[config.mk]
export PLATFORM = sky130hd
export DESIGN_NAME = clock_edge_setup_constraint
export DESIGN_NICKNAME = d
export VERILOG_FILES = /design/src/cesc_pkg.sv /design/src/cesc_div.sv /design/src/clock_edge_setup_constraint.sv
export SDC_FILE = /design/constraint.sdc
export NUM_CORES = 2
export LEC_CHECK = 0
export BUFFER_PORTS_ARGS = -buffer_cell sky130_fd_sc_hd__buf_4
export CAP_MARGIN = 20
export CORE_ASPECT_RATIO = 1.1
export CORE_MARGIN = 5
export CORE_UTILIZATION = 40
export DETAILED_ROUTE_END_ITERATION = 7
export SYNTH_ARGS = -nofsm -noshare
export SYNTH_HDL_FRONTEND = slang
export SYNTH_SLANG_ARGS = --single-unit
[constraint.sdc]
create_clock -name clk -period 11.23 [get_ports clk]
set_input_delay 1.6845 -clock clk [delete_from_list [all_inputs] [get_ports clk]]
set_output_delay 1.6845 -clock clk [all_outputs]
set_load 0.005 [all_outputs]
[src/cesc_pkg.sv]
// Package for the clock edge setup constraint block.
// Field widths, request types, error codes and divider interface types.
// No dependencies.
package cesc_pkg;

  localparam int TIME_BITS = 20;
  localparam longint unsigned MAX_WINDOW = 64'd16777215;
  localparam int WIN_BITS = $clog2(MAX_WINDOW + 64'd1);
  localparam int LIMIT_BITS = 24;
  localparam logic [LIMIT_BITS-1:0] LIMIT_MAX = '1;

  // edge times reach offset + window + period
  localparam int EDGE_BITS = ((TIME_BITS > WIN_BITS) ? TIME_BITS : WIN_BITS) + 2;
  localparam int PROD_BITS = 2 * TIME_BITS;
  localparam int DIV_BITS = TIME_BITS + 1;

  localparam logic [1:0] ERR_OK     = 2'd0;
  localparam logic [1:0] ERR_ZERO   = 2'd1;
  localparam logic [1:0] ERR_WINDOW = 2'd2;
  localparam logic [1:0] ERR_NOGAP  = 2'd3;

  typedef struct packed {
    logic [TIME_BITS-1:0] launch_period;
    logic [TIME_BITS-1:0] launch_offset;
    logic [TIME_BITS-1:0] capture_period;
    logic [TIME_BITS-1:0] capture_offset;
  } in_item_t;

  typedef struct packed {
    logic [LIMIT_BITS-1:0] setup_limit;
    logic                  same_domain;
    logic [1:0]            error_code;
  } out_item_t;

  typedef struct packed {
    logic                 start;
    logic [DIV_BITS-1:0]  dividend;
    logic [TIME_BITS-1:0] divisor;
  } div_req_t;

  typedef struct packed {
    logic                 done;
    logic [DIV_BITS-1:0]  quot;
    logic [TIME_BITS-1:0] rem;
  } div_rsp_t;

endpackage

[src/cesc_div.sv]
// Restoring divider, one quotient bit per cycle, shared by the sequencer.
// Depends on cesc_pkg (widths, div_req_t, div_rsp_t).
module cesc_div import cesc_pkg::*; (
  input  logic     clk,
  input  logic     rst_n,
  input  div_req_t req,
  output div_rsp_t rsp
);

  localparam int CNT_BITS = $clog2(DIV_BITS + 1);

  logic                 busy_r, busy_nxt;
  logic                 done_r, done_nxt;
  logic [CNT_BITS-1:0]  cnt_r, cnt_nxt;
  logic [DIV_BITS-1:0]  quo_r, quo_nxt;
  logic [TIME_BITS-1:0] rem_r, rem_nxt;
  logic [TIME_BITS-1:0] dvs_r, dvs_nxt;
  logic [TIME_BITS:0]   trial;
  logic [TIME_BITS:0]   diff;
  logic                 ge;

  assign trial = {rem_r, quo_r[DIV_BITS-1]};
  assign diff  = trial - {1'b0, dvs_r};
  assign ge    = (trial >= {1'b0, dvs_r});

  always_comb begin
    busy_nxt = busy_r;
    done_nxt = 1'b0;
    cnt_nxt  = cnt_r;
    quo_nxt  = quo_r;
    rem_nxt  = rem_r;
    dvs_nxt  = dvs_r;
    if (busy_r) begin
      rem_nxt = ge ? diff[TIME_BITS-1:0] : trial[TIME_BITS-1:0];
      quo_nxt = {quo_r[DIV_BITS-2:0], ge};
      cnt_nxt = cnt_r - CNT_BITS'(1);
      if (cnt_r == CNT_BITS'(1)) begin
        busy_nxt = 1'b0;
        done_nxt = 1'b1;
      end
    end else if (req.start) begin
      busy_nxt = 1'b1;
      quo_nxt  = req.dividend;
      rem_nxt  = '0;
      dvs_nxt  = req.divisor;
      cnt_nxt  = CNT_BITS'(DIV_BITS);
    end
  end

  always_ff @(posedge clk) begin
    if (!rst_n) begin
      busy_r <= 1'b0;
      done_r <= 1'b0;
      cnt_r  <= '0;
    end else begin
      busy_r <= busy_nxt;
      done_r <= done_nxt;
      cnt_r  <= cnt_nxt;
    end
    quo_r <= quo_nxt;
    rem_r <= rem_nxt;
    dvs_r <= dvs_nxt;
  end

  assign rsp.done = done_r;
  assign rsp.quot = quo_r;
  assign rsp.rem  = rem_r;

endmodule

[src/clock_edge_setup_constraint.sv]
// Setup constraint sequencer over one shared divider (cesc_pkg, cesc_div).
// A zero period or matching clocks give a result without the divider; otherwise the
// divider runs the Euclid steps for the gcd, then the edge count and the residues,
// and the sequencer then walks min(launch edges, capture edges) edges.
// One request at a time; in_ready is high only when idle.
// Reset: synchronous active-low rst_n clears sequencer and output valid.
module clock_edge_setup_constraint import cesc_pkg::*; (
  input  logic      clk,
  input  logic      rst_n,
  input  logic      in_valid,
  output logic      in_ready,
  input  in_item_t  in_data,
  output logic      out_valid,
  input  logic      out_ready,
  output out_item_t out_data
);

  // Sequencer states
  typedef enum logic [12:0] {
    S_IDLE  = 13'b0000000000001,
    S_CLASS = 13'b0000000000010,  // zero period / same domain check
    S_GCD   = 13'b0000000000100,  // Euclid step issue
    S_GWAIT = 13'b0000000001000,
    S_CWAIT = 13'b0000000010000,  // min period / gcd
    S_MUL   = 13'b0000000100000,  // window = max period * count
    S_CHK   = 13'b0000001000000,
    S_PREP  = 13'b0000010000000,  // residues modulo the short period
    S_PWAIT = 13'b0000100000000,
    S_INIT  = 13'b0001000000000,
    S_LOOP  = 13'b0010000000000,  // one edge per cycle
    S_FIN   = 13'b0100000000000,
    S_DONE  = 13'b1000000000000
  } state_t;

  // residue divisions, in issue order
  localparam logic [1:0] PREP_STEP = 2'd0;
  localparam logic [1:0] PREP_P    = 2'd1;
  localparam logic [1:0] PREP_Q    = 2'd2;

  function automatic logic [LIMIT_BITS-1:0] sat_limit(input logic [EDGE_BITS-1:0] x);
    if (64'(x) > 64'(LIMIT_MAX)) sat_limit = LIMIT_MAX;
    else sat_limit = LIMIT_BITS'(x);
  endfunction

  state_t state_r, state_nxt;

  logic [TIME_BITS-1:0]  lp_r, lp_nxt, lo_r, lo_nxt, cp_r, cp_nxt, co_r, co_nxt;
  logic                  same_r, same_nxt;
  logic                  mode_a_r, mode_a_nxt;  // walk launch edges (cp <= lp)
  logic [TIME_BITS-1:0]  a_r, a_nxt, b_r, b_nxt;
  logic [TIME_BITS-1:0]  q_r, q_nxt;
  logic [PROD_BITS-1:0]  prod_r, prod_nxt;
  logic [TIME_BITS-1:0]  stepm_r, stepm_nxt, pm_r, pm_nxt, qm_r, qm_nxt;
  logic [TIME_BITS-1:0]  r_r, r_nxt;
  logic [EDGE_BITS-1:0]  v_r, v_nxt, lim_r, lim_nxt, last_r, last_nxt;
  logic [EDGE_BITS-1:0]  best_r, best_nxt;
  logic                  found_r, found_nxt;
  logic [TIME_BITS-1:0]  cnt_r, cnt_nxt;
  logic [1:0]            pidx_r, pidx_nxt;
  logic [LIMIT_BITS-1:0] res_limit_r, res_limit_nxt;
  logic [1:0]            res_err_r, res_err_nxt;
  logic                  out_valid_r, out_valid_nxt;
  out_item_t             out_data_r, out_data_nxt;

  div_req_t              div_req;
  div_rsp_t              div_rsp;

  // short period is the modulus, long period the walking step
  logic [TIME_BITS-1:0]  per_small, per_big;
  logic [EDGE_BITS-1:0]  win_e, lo_e, co_e, lp_e;
  logic [TIME_BITS:0]    r_sum, r_wrap, init_wrap;
  logic [EDGE_BITS-1:0]  cand;
  logic                  cand_ok;

  assign per_small = mode_a_r ? cp_r : lp_r;
  assign per_big   = mode_a_r ? lp_r : cp_r;
  assign win_e     = EDGE_BITS'(prod_r);
  assign lo_e      = EDGE_BITS'(lo_r);
  assign co_e      = EDGE_BITS'(co_r);
  assign lp_e      = EDGE_BITS'(lp_r);

  // residue advance by one long-period step
  assign r_sum     = {1'b0, r_r} + {1'b0, stepm_r};
  assign r_wrap    = r_sum - {1'b0, per_small};
  assign init_wrap = {1'b0, pm_r} + {1'b0, per_small} - {1'b0, qm_r};

  // gap for the current edge
  always_comb begin
    cand    = '0;
    cand_ok = 1'b0;
    if (mode_a_r) begin
      // launch edge v: next capture edge after it
      if (v_r < co_e) begin
        cand    = co_e - v_r;
        cand_ok = 1'b1;
      end else if (v_r < lim_r) begin
        cand    = EDGE_BITS'(per_small) - EDGE_BITS'(r_r);
        cand_ok = 1'b1;
      end
    end else begin
      // capture edge v: latest launch edge before it, clamped to the last one
      if (v_r > lo_e) begin
        cand_ok = 1'b1;
        if (v_r > lim_r) cand = v_r - last_r;
        else cand = EDGE_BITS'(r_r) + EDGE_BITS'(1);
      end
    end
  end

  // divider issue
  always_comb begin
    div_req.start    = 1'b0;
    div_req.dividend = DIV_BITS'(a_r);
    div_req.divisor  = b_r;
    if (state_r == S_GCD) begin
      div_req.start = 1'b1;
      if (b_r == '0) begin
        div_req.dividend = DIV_BITS'(per_small);
        div_req.divisor  = a_r;
      end
    end else if (state_r == S_PREP) begin
      div_req.start   = 1'b1;
      div_req.divisor = per_small;
      case (pidx_r)
        PREP_STEP: div_req.dividend = DIV_BITS'(per_big);
        PREP_P:    div_req.dividend = DIV_BITS'(mode_a_r ? lo_r : co_r);
        PREP_Q:    div_req.dividend = mode_a_r ? DIV_BITS'(co_r)
                                               : DIV_BITS'(lo_r) + DIV_BITS'(1);
        default:   div_req.dividend = DIV_BITS'(per_big);
      endcase
    end
  end

  cesc_div u_div (
    .clk (clk),
    .rst_n (rst_n),
    .req (div_req),
    .rsp (div_rsp)
  );

  always_comb begin
    state_nxt     = state_r;
    lp_nxt        = lp_r;
    lo_nxt        = lo_r;
    cp_nxt        = cp_r;
    co_nxt        = co_r;
    same_nxt      = same_r;
    mode_a_nxt    = mode_a_r;
    a_nxt         = a_r;
    b_nxt         = b_r;
    q_nxt         = q_r;
    prod_nxt      = prod_r;
    stepm_nxt     = stepm_r;
    pm_nxt        = pm_r;
    qm_nxt        = qm_r;
    r_nxt         = r_r;
    v_nxt         = v_r;
    lim_nxt       = lim_r;
    last_nxt      = last_r;
    best_nxt      = best_r;
    found_nxt     = found_r;
    cnt_nxt       = cnt_r;
    pidx_nxt      = pidx_r;
    res_limit_nxt = res_limit_r;
    res_err_nxt   = res_err_r;
    out_data_nxt  = out_data_r;
    out_valid_nxt = out_valid_r;

    if (out_valid_r && out_ready) out_valid_nxt = 1'b0;

    case (state_r)
      S_IDLE: begin
        if (in_valid) begin
          lp_nxt    = in_data.launch_period;
          lo_nxt    = in_data.launch_offset;
          cp_nxt    = in_data.capture_period;
          co_nxt    = in_data.capture_offset;
          same_nxt  = (in_data.launch_period == in_data.capture_period) &&
                      (in_data.launch_offset == in_data.capture_offset);
          state_nxt = S_CLASS;
        end
      end
      S_CLASS: begin
        if (lp_r == '0 || cp_r == '0) begin
          res_err_nxt   = ERR_ZERO;
          res_limit_nxt = LIMIT_MAX;
          state_nxt     = S_DONE;
        end else if (same_r) begin
          res_err_nxt   = ERR_OK;
          res_limit_nxt = sat_limit(lp_e);
          state_nxt     = S_DONE;
        end else begin
          a_nxt      = lp_r;
          b_nxt      = cp_r;
          mode_a_nxt = (cp_r <= lp_r);
          state_nxt  = S_GCD;
        end
      end
      S_GCD: begin
        // b == 0: a holds the gcd, divider now runs short period / gcd
        state_nxt = (b_r == '0) ? S_CWAIT : S_GWAIT;
      end
      S_GWAIT: begin
        if (div_rsp.done) begin
          a_nxt     = b_r;
          b_nxt     = div_rsp.rem;
          state_nxt = S_GCD;
        end
      end
      S_CWAIT: begin
        if (div_rsp.done) begin
          q_nxt     = TIME_BITS'(div_rsp.quot);
          state_nxt = S_MUL;
        end
      end
      S_MUL: begin
        prod_nxt  = PROD_BITS'(per_big) * PROD_BITS'(q_r);
        state_nxt = S_CHK;
      end
      S_CHK: begin
        if (64'(prod_r) > MAX_WINDOW) begin
          res_err_nxt   = ERR_WINDOW;
          res_limit_nxt = LIMIT_MAX;
          state_nxt     = S_DONE;
        end else begin
          last_nxt  = lo_e + win_e;
          lim_nxt   = mode_a_r ? (co_e + win_e) : (lo_e + win_e + lp_e);
          v_nxt     = mode_a_r ? lo_e : co_e;
          cnt_nxt   = q_r;
          found_nxt = 1'b0;
          best_nxt  = '0;
          pidx_nxt  = PREP_STEP;
          state_nxt = S_PREP;
        end
      end
      S_PREP: begin
        state_nxt = S_PWAIT;
      end
      S_PWAIT: begin
        if (div_rsp.done) begin
          case (pidx_r)
            PREP_STEP: stepm_nxt = div_rsp.rem;
            PREP_P:    pm_nxt    = div_rsp.rem;
            PREP_Q:    qm_nxt    = div_rsp.rem;
            default:   stepm_nxt = div_rsp.rem;
          endcase
          if (pidx_r == PREP_Q) begin
            state_nxt = S_INIT;
          end else begin
            pidx_nxt  = pidx_r + 2'd1;
            state_nxt = S_PREP;
          end
        end
      end
      S_INIT: begin
        // (P - Q) mod short period, non-negative
        r_nxt     = (pm_r >= qm_r) ? (pm_r - qm_r) : TIME_BITS'(init_wrap);
        state_nxt = S_LOOP;
      end
      S_LOOP: begin
        if (cand_ok && (!found_r || cand < best_r)) begin
          best_nxt  = cand;
          found_nxt = 1'b1;
        end
        v_nxt = v_r + EDGE_BITS'(per_big);
        r_nxt = (r_sum >= {1'b0, per_small}) ? TIME_BITS'(r_wrap) : TIME_BITS'(r_sum);
        if (cnt_r == '0) state_nxt = S_FIN;
        else cnt_nxt = cnt_r - TIME_BITS'(1);
      end
      S_FIN: begin
        if (found_r) begin
          res_err_nxt   = ERR_OK;
          res_limit_nxt = sat_limit(best_r);
        end else begin
          res_err_nxt   = ERR_NOGAP;
          res_limit_nxt = LIMIT_MAX;
        end
        state_nxt = S_DONE;
      end
      S_DONE: begin
        // output register frees as soon as the previous result is taken
        if (!out_valid_r || out_ready) begin
          out_data_nxt.setup_limit = res_limit_r;
          out_data_nxt.same_domain = same_r;
          out_data_nxt.error_code  = res_err_r;
          out_valid_nxt            = 1'b1;
          state_nxt                = S_IDLE;
        end
      end
      default: state_nxt = S_IDLE;
    endcase
  end

  always_ff @(posedge clk) begin
    if (!rst_n) begin
      state_r     <= S_IDLE;
      out_valid_r <= 1'b0;
    end else begin
      state_r     <= state_nxt;
      out_valid_r <= out_valid_nxt;
    end
    lp_r        <= lp_nxt;
    lo_r        <= lo_nxt;
    cp_r        <= cp_nxt;
    co_r        <= co_nxt;
    same_r      <= same_nxt;
    mode_a_r    <= mode_a_nxt;
    a_r         <= a_nxt;
    b_r         <= b_nxt;
    q_r         <= q_nxt;
    prod_r      <= prod_nxt;
    stepm_r     <= stepm_nxt;
    pm_r        <= pm_nxt;
    qm_r        <= qm_nxt;
    r_r         <= r_nxt;
    v_r         <= v_nxt;
    lim_r       <= lim_nxt;
    last_r      <= last_nxt;
    best_r      <= best_nxt;
    found_r     <= found_nxt;
    cnt_r       <= cnt_nxt;
    pidx_r      <= pidx_nxt;
    res_limit_r <= res_limit_nxt;
    res_err_r   <= res_err_nxt;
    out_data_r  <= out_data_nxt;
  end

  assign in_ready  = (state_r == S_IDLE);
  assign out_valid = out_valid_r;
  assign out_data  = out_data_r;

endmodule

**After elaboration in Yosys (flattened, before gate mapping)**

Index checks and enable logic that the tools add are counted.

- Flip-flop bits (word level): 524
- Latch bits: 0
- RAM bits: 0
- Memory bits (read-only): 0
- Memories kept: 0

- Add/sub/neg operators: 18
- $mul: 1
- Divide/modulo/power cells: 0
- $lt $le $gt $ge: 12
- Equality and inequality tests: 32
- Shift operators: 0
- Muxes and demuxes: 83
- Bitwise logic cells: 5
- Reductions and logical operators: 36

Operators by type and width:

| cell | count |
|---|---|
| 2-to-1 mux 20 bit | 17 |
| 2-to-1 mux 26 bit | 9 |
| one-hot mux 13 bit (13 select lines) | 1 |
| one-hot mux 20 bit (2 select lines) | 4 |
| 2-to-1 mux 24 bit | 6 |
| 2-to-1 mux 13 bit | 9 |
| one-hot mux 26 bit (2 select lines) | 2 |
| 2-to-1 mux 42 bit | 2 |
| logical NOT 20 bit | 4 |
| subtractor 20 bit | 4 |
| one-hot mux 24 bit (3 select lines) | 1 |
| 2-to-1 mux 21 bit | 3 |
| adder 20 x 26 -> 26 bit | 2 |
| adder 26 x 20 -> 26 bit | 2 |
| less-than comparator 26 bit | 2 |
| adder 20 x 1 -> 21 bit, second input constant | 2 |
| greater-or-equal comparator 21 x 20 -> 1 bit | 2 |
| one-hot mux 21 bit (2 select lines) | 1 |
| equality test 20 bit | 2 |
| > comparator 40 x 24 -> 1 bit, second input constant | 1 |
| multiplier 20 x 20 -> 40 bit | 1 |
| 2-to-1 mux 40 bit | 1 |
| > comparator 26 x 20 -> 1 bit | 1 |
| > comparator 26 x 24 -> 1 bit, second input constant | 1 |
| 50 further kinds | 107 |

**Depth between registers and ports, before layout**

- Depth after elaboration: 10
- Gate-level depth with buffers: 32

**Cells and area by module**

Synthesis repeated with hierarchy kept, for this count alone.

- Cell total of the unflattened synthesis: 5386
- Area, all modules: 51300.5 sq um

By module, submodules not included:

| module | times used | cells each | area each (sq um) |
|---|---|---|---|
| clock_edge_setup_constraint | 1 | 5035 | 47301.6 |
| cesc_div | 1 | 351 | 3998.8 |

**Worst setup path after synthesis**

Ideal clock, no wire load.

- Path type: reg-to-reg
- Start point: register mode_a_r
- End point: register prod_r[39] (data pin)
- Library setup time: 0.260 ns
- Data arrival time: 7.673 ns
- Required time: 10.970 ns
- Slack: 3.297 ns
- Stages on the path, launching flop included: 29
- Path buffers: 4
- Period minus slack after synthesis: 7.933 ns
- Cell sequence: edfxtp_1 clkbuf_1 clkbuf_1 clkbuf_1 mux2_2 clkbuf_1 and2_1 fa_1 inv_1 fa_1 inv_1 fa_1 inv_1 fa_1 fa_1 fa_1 fa_1 inv_1 ha_1 a21o_1 nand3_1 a21oi_1 or3_1 a221oi_2 o22ai_1 a211o_1 a31o_1 a21oi_1 xnor2_1

- Longest elaborated chain between the ends: 2

Ends and longest elaborated chain:

| item | line | source |
|---|---|---|
| from (decl) | clock_edge_setup_constraint.sv:49 | `logic mode_a_r, mode_a_nxt;` |
| from (signal assigned) | clock_edge_setup_constraint.sv:307 | `mode_a_r <= mode_a_nxt;` |
| 2-to-1 mux 20 bit | clock_edge_setup_constraint.sv:76 | `assign per_big = mode_a_r ? lp_r : cp_r;` |
| multiplier 20 x 20 -> 40 bit | clock_edge_setup_constraint.sv:217 | `prod_nxt = PROD_BITS'(per_big) * PROD_BITS'(q_r);` |
| to (signal assigned) | clock_edge_setup_constraint.sv:311 | `prod_r <= prod_nxt;` |
| to (decl) | clock_edge_setup_constraint.sv:52 | `logic [PROD_BITS-1:0] prod_r, prod_nxt;` |

Every way passes these cells.
A chain may end at the register's enable or synchronous reset.

**Worst setup path after layout**

- Start point: register mode_a_r
- End point: register prod_r[38] (data pin)

The elaborated chain is that of the path after synthesis.

==> flow_metrics.py <==
metrics = {
    "detailed_routing": {
        "drc": 0,
        "routed-wl-met2_um": 77300,
        "antenna_left": 0,
        "viasPerCell": 5.73,
        "dr.pass1.iters": 6,
        "wl_met3_um": 13600,
        "vias": 40700,
        "wirelength_um": 172000,
        "drtIter0Drc": 3719,
        "routedWlPerCell_um": 24.2,
        "drt-met1-wl_um": 70700,
        "top_layer": "met4",
    },
    "logic_synthesis": {
        "synth_area_sq_mm": 0.0512,
        "synth_edf_count": 503,
        "syn_area_per_cell_sq_um": 9.65,
        "synth_cells": 5305,
        "ys_seq_area_share_pct": 30.3,
        "synth_cell_type_count": 107,
        "synthXorXnorAreaFrac_pct": 5.73,
        "synthFlopType": "edfxtp_1",
        "synthAdderAreaFrac_pct": 25.7,
        "synthMuxAreaShare_pct": 1.98,
        "synth_top_family_by_area": "adder cells",
        "synth-seq-cells": 524,
        "ys_async_sr_fraction_pct": 0,
        "yosysWarningCount": 0,
        "synth-compound-area-share_pct": 15.1,
        "synth_nets": 6232,
        "yosys.area_share.simple_pct": 14.4,
    },
    "floorplan": {
        "die_width_um": 351,
        "core_sq_mm": 0.127,
        "die_y_um": 385,
        "dieArea_sq_mm": 0.135,
        "initial_core_util_pct": 40.3,
        "io_pins": 113,
        "rows": 137,
    },
    "grt": {
        "grt_pass1_vias": 40000,
        "overflow": 0,
        "grt_pass1_wl_um": 253000,
        "grt_max_degree": 141,
        "antenna_found_initial": 4,
        "track_usage_pct": 25.0,
    },
    "status": {
        "run_status": "finished, final reports clean",
    },
    "clock_network": {
        "clk_path_buf_depth": 3,
        "clkSinkCount": 524,
        "cts_resized": 0,
        "clockRootBuffer": "clkbuf_16",
        "cts_tree": "yes",
        "cts_max_level": 2,
        "clkLatencyLatePin_ps": 680,
        "postCtsSetupBuffers": 0,
        "cts_buffers": 61,
        "cts.clk_slew.worst_paths_ps": 60,
        "hold_buffers": 0,
    },
    "cells_and_area": {
        "design_area_sq_mm": 0.0561,
        "drive_gt1_share_pct": 7.78,
        "n_fill_cell": 12200,
        "final_cells": 7103,
        "syn_to_final_growth_pct": 9.64,
        "layout_commonest_cell": "inv_1",
        "final_cell_mix": "inv_1 (710), edfxtp_1 (503), ha_1 (493), nand2_1 (465), fa_1 (350)",
        "final_nets": 6314,
    },
    "power_and_ir_drop": {
        "peakVddDrop_mv": 1.62,
        "power.density_mw_per_mm2": 337,
        "p_total_w": 0.0189,
        "leakagePower_nw": 24.6,
    },
    "flow_run": {
        "cap_violations": 0,
    },
    "placement": {
        "numPortBuffers": 112,
        "dp_hpwl_um": 133000,
        "post_dp_cell_area_sq_mm": 0.0542,
        "pre_cts_slack_ps": 2800,
        "place_congestion": 0.967,
        "placed_cells": 6990,
    },
    "timing": {
        "tightest_slew_ps": 1160,
        "slew_viol_final": 0,
        "hold_violations": 0,
        "fmax_ghz": 0.118,
        "rsz0062_at_grt": "no",
        "fin_worst_skew_ps": 27.6,
        "finalSetupViolCount": 0,
        "final.setup.worst_slack_ps": 2780,
        "fin_setup_tns_ps": 0,
        "maxSlewHeadroom_pct": 22.7,
        "layout_min_cycle_time_ps": 8450,
        "period_share_pct": 75.3,
    },
    "hold_path": {
        "worst_hold_path_type": "register to register",
    },
    "critical_path": {
        "arrival_ps": 8860,
        "cp-start-kind": "register",
        "end_kind": "register",
        "critPathKind": "register to register",
        "cp.required_ps": 11640,
        "cp_max_fo": 140,
    },
}
-- metrics by stage --
| stage | hold WS, ps | utilization, % |
|---|---|---|
| finish | 407 | 44.2 |
| global route | 421 | 44.2 |
| CTS | 411 | 44.2 |
| detailed placement | 405 | 42.7 |
| global placement | 402 | 42.6 |
| floorplan | 400 | - |
-- area by class of cell --
type	instances	area, sq um	area share, %
Tap cell	1668	2090	3.72
Sequential cell	524	15500	27.7
Timing Repair Buffer	214	1650	2.94
Inverter	714	2680	4.77
Clock buffer	70	1570	2.80
Antenna cell	1	2.50	0.00446
Clock inverter	40	328	0.584
Multi-Input combinational cell	3872	32300	57.5
-- worst max-delay path, stage by stage, from the launching register on --
cell and delay [ps]:
edfxtp_1 430, buf_12 510, mux2_2 630, and2_1 280
fa_1 530, inv_1 50, fa_1 550, inv_1 60
fa_1 490, inv_1 50, fa_1 530, inv_1 50
fa_1 440, fa_1 490, inv_1 50, fa_1 470
inv_1 40, ha_1 350, a21o_1 190, a21o_1 170
a21oi_1 190, a2bb2oi_1 200, o21ai_1 160, a221oi_2 440
o221ai_1 220, o31a_1 300, mux2i_1 150, o211ai_1 90
-- cells in the mapped netlist, drive strengths merged (66+ instances only) --
cell type | n | area (sq um)
fa | 350 | 7010
nand3 | 74 | 370
a21o | 138 | 1040
o21ai | 217 | 1090
edfxtp | 503 | 15100
nor3 | 87 | 445
inv | 714 | 2680
xnor2 | 214 | 1870
ha | 493 | 6170
mux2i | 66 | 661
a21oi | 287 | 1480
xor2 | 121 | 1060
clkbuf | 172 | 647
nor2 | 252 | 948
nand2 | 466 | 1760
and2 | 267 | 1670
-- state kept, by name, summed over array words and instances (netlist names), 21 cells and up --
name	cells
last_r	26
res_limit_r	24
prod_r	40
v_r	26
out_data	27
u_div.quo_r	21
best_r	26
lim_r	26
-- final timing paths --
| path | from | endpoint | slack (ps) | cells after the start |
|---|---|---|---|---|
| setup / recovery | mode_a_r | prod_r[38] | 2780 | 27 |
| hold / removal | res_err_r[1] | out_data[1] | 410 | 0 |
| setup reg to reg | mode_a_r | prod_r[38] | 2780 | 27 |
| hold reg to reg | res_err_r[1] | out_data[1] | 410 | 0 |
-- metal layers --
layer,vias to the layer above,track usage (%)
met5,-,0
met4,0,12.2
met3,374,3.27
met2,1691,40.5
met1,20000,33.2
li1,18600,-
-- kinds of logic (layout without fill, tap and decap cells) --
logic type      Yosys count  count (layout)
buf+inv                 909            1038
simple gates           1465            1465
mux                      97              97
xor+xnor                335             335
compound gates         1132            1132
other cells               0               1
fa+ha+maj               843             843
flops                   524             524
-- power by group --
group / switching (W) / leakage [nW] / internal, W
registers: 0.000148 / 4.71 / 0.00288
clock network: 0.000868 / 0.919 / 0.00109
logic: 0.00820 / 19.0 / 0.00573
No activity file was read; power rests on OpenSTA's default activity.
